### src/utf8_stream_decoder_assert.svh
// Assertion macros for the UTF-8 stream decoder.
// Used by the top level only; expects clk and arst_n in scope.
`ifndef UTF8_STREAM_DECODER_ASSERT_SVH
`define UTF8_STREAM_DECODER_ASSERT_SVH

// Same-cycle implication, checked out of reset.
`define UTF8SD_ASSERT_NOW(label, ante, cons, msg) \
	label: assert property (@(posedge clk) disable iff (!arst_n) (ante) |-> (cons)) \
		else $error(msg);

// Next-cycle implication, checked out of reset.
`define UTF8SD_ASSERT_NEXT(label, ante, cons, msg) \
	label: assert property (@(posedge clk) disable iff (!arst_n) (ante) |=> (cons)) \
		else $error(msg);

`endif

### src/utf8sd_pkg.sv
// Shared types and constants of the UTF-8 stream decoder.
// No dependencies; imported by every module of the block.
package utf8sd_pkg;

	typedef enum logic [1:0] {
		KIND_CP      = 2'd0,
		KIND_BADLEAD = 2'd1,
		KIND_STRAY   = 2'd2,
		KIND_END     = 2'd3
	} kind_t;

	localparam logic CFG_HOLD_PARTIAL  = 1'b0;
	localparam logic CFG_NUL_ENDS_TEXT = 1'b1;

	localparam logic [7:0] CONT_MASK   = 8'hC0;
	localparam logic [7:0] CONT_TAG    = 8'h80;
	localparam logic [7:0] CONT_MAX    = 8'hBF;
	localparam logic [7:0] LEAD_MIN    = 8'hC2;
	localparam logic [7:0] LEAD_MAX    = 8'hF4;
	localparam logic [7:0] LEAD3_MIN   = 8'hE0;
	localparam logic [7:0] LEAD4_MIN   = 8'hF0;
	localparam logic [7:0] LEAD_ED     = 8'hED;
	localparam logic [7:0] CONT_A0     = 8'hA0;
	localparam logic [7:0] CONT_90     = 8'h90;

	typedef struct packed {
		logic [7:0] data_byte;
		logic       end_of_text;
	} in_item_t;

	typedef struct packed {
		logic [20:0] value;
		kind_t       kind;
		logic [1:0]  good_following;
		logic [1:0]  pending_bytes;
		logic        last;
	} out_item_t;

	// One queued job: optional flush (bad lead plus held continuations),
	// then an optional single tail result.
	typedef struct packed {
		logic        has_flush;
		logic [7:0]  lead;
		logic [1:0]  held_n;
		logic [7:0]  held0;
		logic [7:0]  held1;
		logic        has_tail;
		logic [20:0] tail_value;
		kind_t       tail_kind;
		logic [1:0]  tail_pend;
	} job_t;

	typedef struct packed {
		logic full;
		logic head_valid;
	} q_status_t;

endpackage

### src/utf8sd_front.sv
// Front end of the UTF-8 stream decoder: accepts bytes, tracks the open
// sequence and turns each item that causes results into a job. Depends on utf8sd_pkg.
module utf8sd_front import utf8sd_pkg::*; (
	input  logic      clk,
	input  logic      arst_n,
	input  logic      in_valid,
	output logic      in_stall,
	input  in_item_t  in_data,
	input  logic      hold_partial,
	input  logic      nul_ends_text,
	input  q_status_t q_status,
	output logic      push,
	output job_t      push_job
);

	logic [7:0] lead_q;
	logic [7:0] held_q [2];
	logic [1:0] held_cnt_q;
	logic [1:0] seq_len_q;

	logic [7:0] lead_d;
	logic [1:0] held_cnt_d;
	logic [1:0] seq_len_d;
	logic       hold_wr;
	logic       accept;
	logic       job_any;
	logic [7:0] b;
	logic       eot;
	logic       nul_end;
	logic       cont_ok;
	logic       complete;
	logic [20:0] cp;

	assign in_stall = q_status.full;
	assign accept   = in_valid && !q_status.full;
	assign b        = in_data.data_byte;
	assign eot      = in_data.end_of_text;
	assign nul_end  = !eot && (b == 8'h00) && nul_ends_text;

	always_comb begin
		cont_ok = ((b & CONT_MASK) == CONT_TAG);
		if (cont_ok && (held_cnt_q == 2'd0)) begin
			unique case (lead_q)
				LEAD3_MIN: cont_ok = (b >= CONT_A0);
				LEAD4_MIN: cont_ok = (b >= CONT_90);
				LEAD_ED:   cont_ok = (b < CONT_A0);
				LEAD_MAX:  cont_ok = (b < CONT_90);
				default:   cont_ok = 1'b1;
			endcase
		end
	end

	assign complete = ({1'b0, held_cnt_q} + 3'd1) >= {1'b0, seq_len_q};

	always_comb begin
		unique case (seq_len_q)
			2'd1:    cp = {10'd0, lead_q[4:0], b[5:0]};
			2'd2:    cp = {5'd0, lead_q[3:0], held_q[0][5:0], b[5:0]};
			default: cp = {lead_q[2:0], held_q[0][5:0], held_q[1][5:0], b[5:0]};
		endcase
	end

	always_comb begin
		push_job            = '0;
		push_job.lead       = lead_q;
		push_job.held_n     = held_cnt_q;
		push_job.held0      = held_q[0];
		push_job.held1      = held_q[1];
		push_job.tail_kind  = KIND_CP;
		lead_d              = lead_q;
		held_cnt_d          = held_cnt_q;
		seq_len_d           = seq_len_q;
		hold_wr             = 1'b0;
		if (eot || nul_end) begin
			push_job.has_tail  = 1'b1;
			push_job.tail_kind = KIND_END;
			if (seq_len_q != 2'd0 && eot && hold_partial) begin
				// keep the sequence open for the next chunk
				push_job.tail_pend = held_cnt_q + 2'd1;
			end else begin
				push_job.has_flush = (seq_len_q != 2'd0);
				seq_len_d  = 2'd0;
				held_cnt_d = 2'd0;
			end
		end else if (seq_len_q != 2'd0 && cont_ok) begin
			if (complete) begin
				push_job.has_tail   = 1'b1;
				push_job.tail_value = cp;
				seq_len_d  = 2'd0;
				held_cnt_d = 2'd0;
			end else begin
				hold_wr    = 1'b1;
				held_cnt_d = held_cnt_q + 2'd1;
			end
		end else begin
			// a broken sequence is flushed first, then the byte starts afresh
			push_job.has_flush = (seq_len_q != 2'd0);
			seq_len_d  = 2'd0;
			held_cnt_d = 2'd0;
			push_job.tail_value = {13'd0, b};
			if (b < CONT_TAG) begin
				push_job.has_tail  = 1'b1;
				push_job.tail_kind = KIND_CP;
			end else if (b <= CONT_MAX) begin
				push_job.has_tail  = 1'b1;
				push_job.tail_kind = KIND_STRAY;
			end else if (b < LEAD_MIN || b > LEAD_MAX) begin
				push_job.has_tail  = 1'b1;
				push_job.tail_kind = KIND_BADLEAD;
			end else begin
				lead_d = b;
				seq_len_d = (b < LEAD3_MIN) ? 2'd1 : ((b < LEAD4_MIN) ? 2'd2 : 2'd3);
			end
		end
	end

	assign job_any = push_job.has_flush || push_job.has_tail;
	assign push    = accept && job_any;

	always_ff @(posedge clk or negedge arst_n) begin
		if (!arst_n) begin
			lead_q     <= '0;
			held_cnt_q <= '0;
			seq_len_q  <= '0;
		end else if (accept) begin
			lead_q     <= lead_d;
			held_cnt_q <= held_cnt_d;
			seq_len_q  <= seq_len_d;
		end
	end

	always_ff @(posedge clk) begin
		if (accept && hold_wr) begin
			held_q[held_cnt_q[0]] <= b;
		end
	end

endmodule

### src/utf8sd_queue.sv
// Two-entry job queue between front and back of the UTF-8 stream decoder.
// Depends on utf8sd_pkg.
module utf8sd_queue import utf8sd_pkg::*; (
	input  logic      clk,
	input  logic      arst_n,
	input  logic      push,
	input  job_t      push_job,
	input  logic      pop,
	output q_status_t q_status,
	output job_t      head_job
);

	job_t       mem_q [2];
	logic       wr_ptr_q;
	logic       rd_ptr_q;
	logic [1:0] cnt_q;

	assign q_status.full       = (cnt_q == 2'd2);
	assign q_status.head_valid = (cnt_q != 2'd0);
	assign head_job            = mem_q[rd_ptr_q];

	always_ff @(posedge clk or negedge arst_n) begin
		if (!arst_n) begin
			wr_ptr_q <= 1'b0;
			rd_ptr_q <= 1'b0;
			cnt_q    <= 2'd0;
		end else begin
			if (push) begin
				wr_ptr_q <= !wr_ptr_q;
			end
			if (pop) begin
				rd_ptr_q <= !rd_ptr_q;
			end
			cnt_q <= cnt_q + {1'b0, push} - {1'b0, pop};
		end
	end

	always_ff @(posedge clk) begin
		if (push) begin
			mem_q[wr_ptr_q] <= push_job;
		end
	end

endmodule

### src/utf8sd_back.sv
// Back end of the UTF-8 stream decoder: expands the head job into result transactions,
// one per cycle while out_stall allows, through an output register. Depends on utf8sd_pkg.
module utf8sd_back import utf8sd_pkg::*; (
	input  logic      clk,
	input  logic      arst_n,
	input  q_status_t q_status,
	input  job_t      head_job,
	output logic      pop,
	output logic      out_valid,
	input  logic      out_stall,
	output out_item_t out_data
);

	logic       out_valid_q;
	out_item_t  out_data_q;
	logic [1:0] idx_q;
	logic [2:0] nflush;
	logic [2:0] total;
	logic       emit;
	logic       is_last;
	out_item_t  res;

	assign nflush  = head_job.has_flush ? ({1'b0, head_job.held_n} + 3'd1) : 3'd0;
	assign total   = nflush + {2'b0, head_job.has_tail};
	assign is_last = ({1'b0, idx_q} + 3'd1) == total;
	assign emit    = q_status.head_valid && (!out_valid_q || !out_stall);
	assign pop     = emit && is_last;

	always_comb begin
		res      = '0;
		res.last = is_last;
		res.kind = KIND_CP;
		if ({1'b0, idx_q} < nflush) begin
			if (idx_q == 2'd0) begin
				res.value          = {13'd0, head_job.lead};
				res.kind           = KIND_BADLEAD;
				res.good_following = head_job.held_n;
			end else begin
				res.value = {13'd0, (idx_q == 2'd1) ? head_job.held0 : head_job.held1};
				res.kind  = KIND_STRAY;
			end
		end else begin
			res.value         = head_job.tail_value;
			res.kind          = head_job.tail_kind;
			res.pending_bytes = head_job.tail_pend;
		end
	end

	always_ff @(posedge clk or negedge arst_n) begin
		if (!arst_n) begin
			out_valid_q <= 1'b0;
			idx_q       <= 2'd0;
		end else begin
			if (emit) begin
				out_valid_q <= 1'b1;
				idx_q       <= is_last ? 2'd0 : idx_q + 2'd1;
			end else if (!out_stall) begin
				out_valid_q <= 1'b0;
			end
		end
	end

	always_ff @(posedge clk) begin
		if (emit) begin
			out_data_q <= res;
		end
	end

	assign out_valid = out_valid_q;
	assign out_data  = out_data_q;

endmodule

### src/utf8_stream_decoder.sv
// Top level of the strict UTF-8 stream decoder.
// Depends on utf8sd_pkg, utf8sd_front, utf8sd_queue, utf8sd_back and the assert header.
//
//  channel  | handshake                 | payload
//  ---------+---------------------------+-------------------------------------
//  input    | in_valid / in_stall       | in_data  (data_byte, end_of_text)
//  output   | out_valid / out_stall     | out_data (value, kind, good_following,
//           |                           |           pending_bytes, last)
//  config   | cfg_we                    | cfg_index, cfg_data
//
// The front takes one input transaction per cycle while the two-entry job
// queue has room. The back drains the queue at one result per cycle while
// out_stall is low, so an item with k results (0 to 4) holds the back until
// all k are sent; items with at most one result stream at one per cycle.
// An item's job is registered in the queue, and its results then in the
// output register. Reset clears the decode state, the queue and the output
// register; out_stall backs up into the queue and then in_stall.
`include "utf8_stream_decoder_assert.svh"

module utf8_stream_decoder import utf8sd_pkg::*; (
	input  logic      clk,
	input  logic      arst_n,
	input  logic      in_valid,
	output logic      in_stall,
	input  in_item_t  in_data,
	output logic      out_valid,
	input  logic      out_stall,
	output out_item_t out_data,
	input  logic      cfg_we,
	input  logic      cfg_index,
	input  logic      cfg_data
);

	// Configuration registers; the user must write them only while the block is idle; the block leaves this to the user.
	logic hold_partial_q;
	logic nul_ends_text_q;

	always_ff @(posedge clk or negedge arst_n) begin
		if (!arst_n) begin
			hold_partial_q  <= 1'b0;
			nul_ends_text_q <= 1'b1;
		end else if (cfg_we) begin
			unique case (cfg_index)
				CFG_HOLD_PARTIAL:  hold_partial_q  <= cfg_data;
				CFG_NUL_ENDS_TEXT: nul_ends_text_q <= cfg_data;
				default:           ;
			endcase
		end
	end

	// Front to queue: one job per input transaction that causes results.
	logic      push;
	job_t      push_job;
	q_status_t q_status;

	// Queue to back: head job and its release.
	job_t      head_job;
	logic      pop;

	utf8sd_front u_front (
		.clk           (clk),
		.arst_n        (arst_n),
		.in_valid      (in_valid),
		.in_stall      (in_stall),
		.in_data       (in_data),
		.hold_partial  (hold_partial_q),
		.nul_ends_text (nul_ends_text_q),
		.q_status      (q_status),
		.push          (push),
		.push_job      (push_job)
	);

	utf8sd_queue u_queue (
		.clk      (clk),
		.arst_n   (arst_n),
		.push     (push),
		.push_job (push_job),
		.pop      (pop),
		.q_status (q_status),
		.head_job (head_job)
	);

	utf8sd_back u_back (
		.clk       (clk),
		.arst_n    (arst_n),
		.q_status  (q_status),
		.head_job  (head_job),
		.pop       (pop),
		.out_valid (out_valid),
		.out_stall (out_stall),
		.out_data  (out_data)
	);

	// End of text always closes the results of its item.
	`UTF8SD_ASSERT_NOW(a_end_is_last, out_valid && (out_data.kind == KIND_END), out_data.last, "end-of-text result without last")

	// Only a bad lead carries a count of good continuations.
	`UTF8SD_ASSERT_NOW(a_good_only_badlead, out_valid && (out_data.kind != KIND_BADLEAD), out_data.good_following == 2'd0, "good_following set on non-bad-lead result")

	// The front only stalls when the queue holds work.
	`UTF8SD_ASSERT_NOW(a_stall_has_work, in_stall, q_status.head_valid, "input stalled with empty queue")

	// Popping a job always loads its final result into the output register.
	`UTF8SD_ASSERT_NEXT(a_pop_gives_last, pop, out_valid && out_data.last, "job released without last result")

endmodule

### config.mk
export PLATFORM = sky130hd
export DESIGN_NAME = utf8_stream_decoder
export DESIGN_NICKNAME = d
export VERILOG_FILES = /design/src/utf8sd_pkg.sv /design/src/utf8sd_front.sv /design/src/utf8sd_queue.sv /design/src/utf8sd_back.sv /design/src/utf8_stream_decoder.sv
export VERILOG_INCLUDE_DIRS = /design/src /design/src/src
export SDC_FILE = /design/constraint.sdc
export NUM_CORES = 1
export LEC_CHECK = 0
export BUFFER_PORTS_ARGS = -buffer_cell sky130_fd_sc_hd__buf_2
export CORE_AREA = 2 2 223 115
export DETAILED_ROUTE_END_ITERATION = 8
export DIE_AREA = 0 0 225 117
export PLACE_DENSITY = 0.43
export SLEW_MARGIN = 20
export SYNTH_ARGS = -nofsm -noshare
export SYNTH_HDL_FRONTEND = slang
export SYNTH_SLANG_ARGS = --single-unit
### constraint.sdc
create_clock -name clk -period 9.75 [get_ports clk]
set_clock_uncertainty 0.1 [all_clocks]
set_input_delay 0.4875 -clock clk [delete_from_list [all_inputs] [get_ports clk]]
set_output_delay 0.4875 -clock clk [all_outputs]
set_load 0.02 [all_outputs]
Word-level counts from Yosys, hierarchy flattened
Memories as Yosys holds them, arrays and structs flattened.
Index checks and enable logic that the tools add are counted.
{ "totals": {"register_bits": 49, "mem_bits_rw": 122, "input_bits": 16, "wordCells": 134, "n_memories": 2} }
{ "mem_list": {"columns": ["memory", "depth", "width", "rd", "rd_clocked_by_memory_dff", "wr", "line", "rtl"], "rows": [
  ["u_queue.mem_q", 2, 53, 1, 0, 1, "utf8sd_queue.sv:13", "job_t mem_q [2];"],
  ["u_front.held_q", 2, 8, 2, 0, 1, "utf8sd_front.sv:17", "logic [7:0] held_q [2];"]
]} }
{ "classes": {"n_addsub": 8, "order_cmp": 12, "eq_ne": 13, "muxes": 46, "bitwise_logic": 6, "n_reduce_logical": 32} }
{ "op_table": {"columns": ["operator", "count"], "rows": [
  ["$lt A8 B8 Y1 const B", 6],
  ["$mux W22", 2],
  ["$pmux W21 S2", 1],
  ["$mux W2", 18],
  ["$eq A8 B8 Y1 const B", 4],
  ["$mux W23", 1],
  ["$mux W21", 1],
  ["$mux W1", 19],
  ["$ge A8 B8 Y1 const B", 2],
  ["$logic_and A1 B1 Y1", 11],
  ["$mux W10", 1],
  ["$add A2 B1 Y3 const B", 3],
  ["$gt A8 B8 Y1 const B", 1],
  ["$le A8 B8 Y1 const B", 1],
  ["$logic_not A8 Y1", 1],
  ["$mux W8", 1],
  ["$reduce_and A2 Y1", 4],
  ["$eq A2 B2 Y1 const B", 3],
  ["$logic_not A1 Y1", 6],
  ["$not A1 Y1", 6],
  ["$reduce_and A6 Y1", 1],
  ["$add A2 B1 Y2 const B", 2],
  ["$eq A2 B1 Y1 const B", 2],
  ["$logic_not A2 Y1", 2],
  ["14 further kinds", 18]
]} }

Longest topological paths before layout
Gate-level depths: netlist (run 1).
{ "logic_depth": {"word_depth": 11, "ltp_mapped": 16} }

Hierarchy
From an unflattened synthesis (run 1), not the netlist that was laid out.
{ "hier_totals": {"cells_unflattened": 477, "hier_area_um2": 7803.7} }
{ "by_module_without_submodules": {"columns": ["module", "n_inst", "cells_per_inst", "area_per_inst_um2", "seq_area_each_um2"], "rows": [
  ["utf8sd_queue", 1, 180, 4274.1, 3283.1],
  ["utf8sd_front", 1, 173, 1846.8, 780.7],
  ["utf8sd_back", 1, 118, 1595.3, 915.9],
  ["utf8_stream_decoder", 1, 6, 87.6, 51.3]
]} }

Worst setup path before layout (run 1)
OpenSTA, ideal clock, no wires.
{ "synth_timing": {"path_type": "register -> register", "from": "reg u_front.held_cnt_q[0]", "to": "mem u_queue.mem_q[0][0] (netlist bit), enable pin", "setup_time_ps": 470, "arrival_time_ps": 4250, "required_time_ps": 9180, "setup_slack_ps": 4930, "stages_incl_launch_ff": 7, "path_buffers": 0, "cell_sequence": "dfrtp_1 inv_1 fa_1 o31ai_1 and4b_4 a21oi_2 nor2b_1"} }
{ "synth_via": {"elab_chain_len": 10} }
{ "synth_rtl": {"columns": ["element", "line", "rtl"], "rows": [
  ["start, declared", "utf8sd_front.sv:18", "logic [1:0] held_cnt_q;"],
  ["start signal, assigned", "utf8sd_front.sv:127", "held_cnt_q <= held_cnt_d;"],
  ["branches (longest 6 deep; another with $add A2 B1 Y3)", null, null],
  ["$logic_or A1 B1 Y1 (*)", "utf8sd_front.sv:117", "assign job_any = push_job.has_flush || push_job.has_tail;"],
  ["$logic_and A1 B1 Y1 (*)", "utf8sd_front.sv:118", "assign push = accept && job_any;"],
  ["$mux W1 (*)", "utf8sd_queue.sv:39", "if (push) begin"],
  ["$mux W1 (implied by the code) (*)", "utf8sd_queue.sv:40", "mem_q[wr_ptr_q] <= push_job;"],
  ["end, declared", "utf8sd_queue.sv:13", null]
]} }
Every way passes the cells marked *.

Worst setup path after layout (run 1)
{ "layout_timing": {"from": "reg u_queue.rd_ptr_q", "to": "reg u_queue.cnt_q[1]"} }
{ "layout_via": {"elab_chain_len": 7} }
{ "layout_rtl": {"columns": ["element", "line", "rtl"], "rows": [
  ["start, declared", "utf8sd_queue.sv:15", "logic rd_ptr_q;"],
  ["start signal, assigned", "utf8sd_queue.sv:32", "rd_ptr_q <= !rd_ptr_q;"],
  ["$mem_v2 Z2 W53 (*)", null, null],
  ["$add A2 B1 Y3", "utf8sd_back.sv:23", "assign nflush = head_job.has_flush ? ({1'b0, head_job.held_n} + 3'd1) : 3'd0;"],
  ["$mux W3", "utf8sd_back.sv:23", null],
  ["$add A3 B1 Y3 (*)", "utf8sd_back.sv:24", "assign total = nflush + {2'b0, head_job.has_tail};"],
  ["$eq A3 B3 Y1 (*)", "utf8sd_back.sv:25", "assign is_last = ({1'b0, idx_q} + 3'd1) == total;"],
  ["via u_back.is_last", "utf8sd_back.sv:20", "logic is_last;"],
  ["$logic_and A1 B1 Y1 (*)", "utf8sd_back.sv:27", "assign pop = emit && is_last;"],
  ["via pop", "utf8_stream_decoder.sv:58", "logic pop;"],
  ["$sub A2 B1 Y2 (*)", "utf8sd_queue.sv:34", "cnt_q <= cnt_q + {1'b0, push} - {1'b0, pop};"],
  ["end signal, assigned", "utf8sd_queue.sv:34", null],
  ["end, declared", "utf8sd_queue.sv:16", "logic [1:0] cnt_q;"]
]} }
Mark *: on every way through the listed nets, which the timed path passes. The rest lies on a longest branch.
A chain may end at the register's enable or synchronous reset.

==> results of run 1 <==
==> area by class of cell <==
type | count | area [um^2] | share of cell area, %
clock inverters | 8 | 93.8 | 1.12
clock buffers | 24 | 472 | 5.62
inverters | 15 | 56.3 | 0.671
well taps | 322 | 403 | 4.80
flip-flops and latches | 171 | 5030 | 59.9
repair buffers | 51 | 273 | 3.25
multi-input cells | 245 | 2060 | 24.6
==> per-stage QoR <==
step                      util [%]  setup slack [ns]  hold WS [ns]
final                         34.2              5.92         0.199
after global routing          34.2              5.63         0.204
after CTS                     34.2              5.86         0.176
after detailed placement      31.8              5.88         0.343
after global placement        31.8              5.90         0.336
after floorplan                  -              4.93        0.0919
==> placed cells by master, fill, tap and decap left out, drive strengths merged, types with 6 or more instances in the layout <==
| cell type | instances |
|---|---|
| and2 | 10 |
| mux2 | 14 |
| clkbuf | 24 |
| buf | 50 |
| mux2i | 33 |
| inv | 15 |
| clkinv | 6 |
| nor2 | 27 |
| o211ai | 9 |
| dfrtp | 20 |
| mux4 | 8 |
| nand2b | 7 |
| edfxtp | 150 |
| a21oi | 14 |
| o21ai | 16 |
| nand3 | 7 |
| ha | 15 |
| nand2 | 25 |
==> kinds of logic (layout without fill, tap and decap cells) <==
group,Yosys count,in the layout,share of synthesized area [%]
buffers and inverters,34,98,2.67
AND/OR/NAND/NOR,102,102,7.67
adder cells (fa/ha/maj),16,16,2.86
AO/OA/AOI/OAI,65,65,7.03
flip-flops,171,171,69.3
multiplexers,55,55,9.62
XOR/XNOR,7,7,0.845
==> routing by layer <==
metal / up-vias / share of wire (%) / track usage [%]
li1: 1814 / - / -
met1: 2000 / 55 / 22.2
met2: 89 / 38 / 17.4
met3: 17 / 4.8 / 2.97
met4: 0 / 1.3 / 5.43
met5: - / 0 / 0
==> worst reg2reg max path, cell delays in order (launching register included) <==
cell,delay [ns]
dfrtp_2,0.76
buf_4,0.58
mux2i_1,0.36
nor2_1,0.08
ha_1,0.20
ha_1,0.28
xnor2_1,0.14
nand2_1,0.10
nor3_2,0.25
and2_1,0.21
ha_1,0.24
inv_1,0.05
ha_1,0.14
xnor2_1,0.14
xnor2_1,0.14
==> what timing repair did <==
action / in CTS / in global routing
hold buffers: 1 / 0
setup endpoints to repair: 0 / 0
resized for setup: 0 / 0
hold endpoints to repair: 20 / 0
==> worst paths after layout <==
check | cells past startpoint | start | end | slack, ns
setup / recovery | 14 | u_queue.rd_ptr_q | u_queue.cnt_q[1] | 5.92
hold / removal | 3 | out_stall | u_back.out_valid | 0.20
setup reg to reg | 14 | u_queue.rd_ptr_q | u_queue.cnt_q[1] | 5.92
hold reg to reg | 0 | u_front.held_q[1][6] | u_queue.mem_q[0][32] | 0.36
max in group asynchronous | 2 | arst_n | u_queue.rd_ptr_q | 8.64
min in group asynchronous | 2 | arst_n | u_queue.cnt_q[0] | 0.49
==> registers in the layout, summed over array words and instances, names as in the netlist, 2 cells and up <==
signal,cells
u_back.idx_q,2
u_back.out_data,28
u_front.held_cnt_q,2
u_front.held_q,16
u_front.lead_q,8
u_front.seq_len_q,2
u_queue.cnt_q,2
u_queue.mem_q,106
==> report_power, final <==
part           internal (mW)  switching, mW
clock                  0.389          0.271
combinational          0.318          0.551
sequential              1.06          0.101
total                   1.77          0.923
==> results.toml, run 1 <==
[power]
powerDensity_nw_per_um2 = 321
total_power_mw = 2.69
peakVddDrop_mv = 0.172
p_leak_nw = 3.05

[min_path]
hold_class = "input pin to flop"

[cells_and_area]
insertedDiodeCount = 0
layout-drive-gt1-share_pct = 26.1
fin_area_um2 = 8390
final_nets = 533
final_cells = 836
area_growth_pct = 15.6
fillers = 2364

[yosys]
ys_ff_latch = 171
syn_avg_cell_area_um2 = 16.1
postSynthCellCount = 450
synth_top_cell_area_share_pct = 62.0
synth_most_common_cell = "edfxtp_1"
ys.flop_type = "edfxtp_1"
synth_common_cells = "150 x edfxtp_1, 33 x mux2i_1, 26 x nor2_1"
yosysTopAreaCell = "edfxtp_1"
synthTopCellsByArea = "edfxtp_1 62%, dfrtp_1 6.9%, mux2i_1 4.6%"
async_reset_ff_share_pct = 12.3
ys_types = 59
yosys_warnings = 0
yosysSeqAreaShare_pct = 69.3
synth_edf_count = 150
syn_area_um2 = 7260
syn-num-nets = 482

[sta]
period_needed_ns = 3.83
maxSlewHeadroom_pct = 29.3
fin_crit_sh_pct = 39.3
worst_slew_pin_slew_ns = 1.06
fin_tns_setup_ns = 0
setup_viol = 0
hold_viol = 0
rsz0062_at_grt = "no"
drv_slew = 0
fmax_mhz = 261

[critical_path]
cp_top_family = "adder cells"
cp_data_arrival_time_ns = 4.09
worst-path-buf-inv = 2
crit_path_start_kind = "flop"
path_cells = "buf_4 > mux2i_1 > nor2_1 > ha_1 > ha_1 > xnor2_1 > nand2_1 > nor3_2 > and2_1 > ha_1 > inv_1 > ha_1 > xnor2_1 > xnor2_1"
slowest_delay_ns = 0.76
cp_slowest_cell = "dfrtp_2"
required_ns = 10.01
cp_common_cell = "ha_1"
worstSetupPathType = "flop to flop"
crit_path_max_fanout = 28
cp-end-kind = "flop"

[clock_tree]
clk_pin_slew_ns = 0.06
cts_htree_levels = 4
clock_latency_ns = 0.43
cts_sinks = 171
cts_setup_buffers = 0
cts_tree = "built"
clock_path_buffers = 2
numCtsBuffers = 17
root_buffer = "clkbuf_16"

[outcome]
status = "finished, final reports clean"

[job]
cap_violations = 0

[routing]
dr.pass1.iters = 5
avgViaCountPerCell = 4.69
antenna_left = 0
vias = 3920
drt_iter0_markers = 254
routed_wl_um = 16800
drc = 0
wl_per_cell_um = 20.1

[grt]
grt_pass1_vias = 3925
grt_max_degree = 54
grtUsageTotal_pct = 13.8
overflow = 0
grt_pass1_wl_um = 25300
antenna_found_initial = 2

[place]
post-dp-hpwl_um = 11200
place.gp.congestion = 0.778
io_buffers = 45
dp_cells = 803
placed_area_um2 = 7820

[die]
ioPinCount = 46
dieWidth_um = 225
fp.dieArea_um2 = 26300
fp-row-count = 41
start_util_pct = 29.5
coreArea_um2 = 24600
die_y_um = 117
Note: power is estimated with default switching activity, not from simulation.
==> run 2, diff against run 1 <==
Settings changed: PLACE_DENSITY 0.43 to 0.45.
Clock period 9.75 ns to 3.25 ns, I/O delays scaled along.
==> results.toml, run 2 (synthesis results as in run 1) <==
[sta]
fin_crit_sh_pct = 94.1
fmax_mhz = 327
layout_setup_ws_ns = 0.191
hold_viol = 0
rsz0062_at_grt = "no"
worst_slew_pin_slew_ns = 0.697
drv_slew = 0
maxSlewHeadroom_pct = 53.5
fin_tns_setup_ns = 0
period_needed_ns = 3.06
setup_viol = 0

[critical_path]
required_ns = 3.52
path_cells = "buf_6 > mux2i_1 > nor2_1 > ha_1 > ha_1 > xnor2_1 > and3_4 > nor3_4 > and2_4 > ha_1 > inv_1 > ha_1 > xnor2_1 > xnor2_1"
crit_path_start_kind = "flop"
cp_data_arrival_time_ns = 3.33
crit_path_max_fanout = 12
cp_common_cell = "ha_1"
cp_top_family = "adder cells"
cp_slowest_cell = "dfrtp_2"
worst-path-buf-inv = 2
slowest_delay_ns = 0.40
worstSetupPathType = "flop to flop"
cp-end-kind = "flop"

[routing]
routed_wl_um = 17600
wl_per_cell_um = 20.3
vias = 4059
route.met2.wl_um = 6940
drt_iter0_markers = 287
antenna_left = 0
top_layer = "met4"
dr.pass1.iters = 5
wl_met3_um = 890
met1_length_um = 9680
avgViaCountPerCell = 4.68
drc = 0

[clock_tree]
root_buffer = "clkbuf_16"
cts_htree_levels = 4
clk_pin_slew_ns = 0.07
clock_latency_ns = 0.44
cts_tree = "built"
clock_path_buffers = 2
numCtsBuffers = 17
cts_sinks = 171

[cells_and_area]
area_growth_pct = 21.1
fillers = 2331
regMostFlops = "u_queue.mem_q"
insertedDiodeCount = 0
final_common_cell = "edfxtp_1"
fin_util_pct = 35.8
final_cells = 868
layout-drive-gt1-share_pct = 29.1
final_nets = 565
final_cell_mix = "150 x edfxtp_1, 45 x buf_2, 33 x mux2i_1"
largest_register_ff_count = 106

[grt]
antenna_found_initial = 1
grt_max_degree = 33
grtUsageTotal_pct = 14.2
grt_pass1_wl_um = 26300
overflow = 0
grt_pass1_vias = 4118

[die]
die_y_um = 117
ioPinCount = 46
fp-row-count = 41
start_util_pct = 29.5
dieWidth_um = 225
fp.dieArea_um2 = 26300
coreArea_um2 = 24600

[place]
io_buffers = 45
place.gp.congestion = 0.819
post-dp-hpwl_um = 12100
dp_slack_ns = 0.0300
dp_cells = 820

[power]
powerDensity_nw_per_um2 = 976
peakVddDrop_mv = 0.446
p_leak_nw = 3.23
total_power_mw = 8.58

[job]
cap_violations = 0

[min_path]
hold_class = "input pin to flop"

[outcome]
status = "finished, final reports clean"
## run 2: cell count changes in the layout (fill, tap and decap cells not counted), sizes merged
cell         before  now
buf              50   69
bufinv            2    4
clkbuf           24   17
clkinvlp          0    2
dlygate4sd3       1   14
inv              15   18
## run 2: power by group
group	internal (mW)	leakage, nW	total (mW)	switching, mW
clock network	1.29	0.300	2.17	0.882
registers	3.18	1.67	3.43	0.251
logic	1.15	1.26	2.98	1.83
total	5.61	3.23	8.58	2.97
## run 2: final timing paths
check	end	cells after the start	from	slack (ns)
setup / recovery	u_queue.cnt_q[1]	14	u_queue.rd_ptr_q	0.19
min in group asynchronous	u_queue.wr_ptr_q	2	arst_n	0.16
hold reg to reg	u_queue.mem_q[0][40]	0	u_front.held_q[0][6]	0.35
setup reg to reg	u_queue.cnt_q[1]	14	u_queue.rd_ptr_q	0.19
max in group asynchronous	u_queue.rd_ptr_q	2	arst_n	2.48
hold / removal	hold_partial_q	3	cfg_we	0.02
## run 2: area by class of cell
cell class	instances	area, um^2	share of cell area [%]
clock buffers	17	425	4.84
clock inverters	15	195	2.22
inverters	15	56.3	0.641
multi-input cells	245	2090	23.8
flip-flops and latches	171	5030	57.3
well taps	322	403	4.58
repair buffers	83	587	6.68
## run 2: routing by layer
layer	up-vias	GRT usage, %
li1	1875	-
met1	2112	21.8
met2	62	19.2
met3	10	4.44
met4	0	3.58
met5	-	0
## run 2: metrics by stage
| stage | area (um^2) | hold WS, ns |
|---|---|---|
| floorplan | 7270 | -0.233 |
| global placement | 7970 | 0.0806 |
| detailed placement | 7970 | 0.0917 |
| CTS | 8730 | 0.0115 |
| global route | 8790 | 0.0361 |
| finish | 8790 | 0.0233 |
## run 2: repair_timing
| item | CTS | global route |
|---|---|---|
| hold endpoints to repair | 46 | 0 |
| setup buffers | 0 | 2 |
| hold buffers | 14 | 0 |
| gates resized for setup | 0 | 9 |
| setup endpoints to repair | 0 | 2 |
## run 2: tightest hold or removal path: cells and delay by family
kind	cells	cell delay [ns]
mux	1	0.15
simple gates	1	0.13
buf+inv	1	0.08
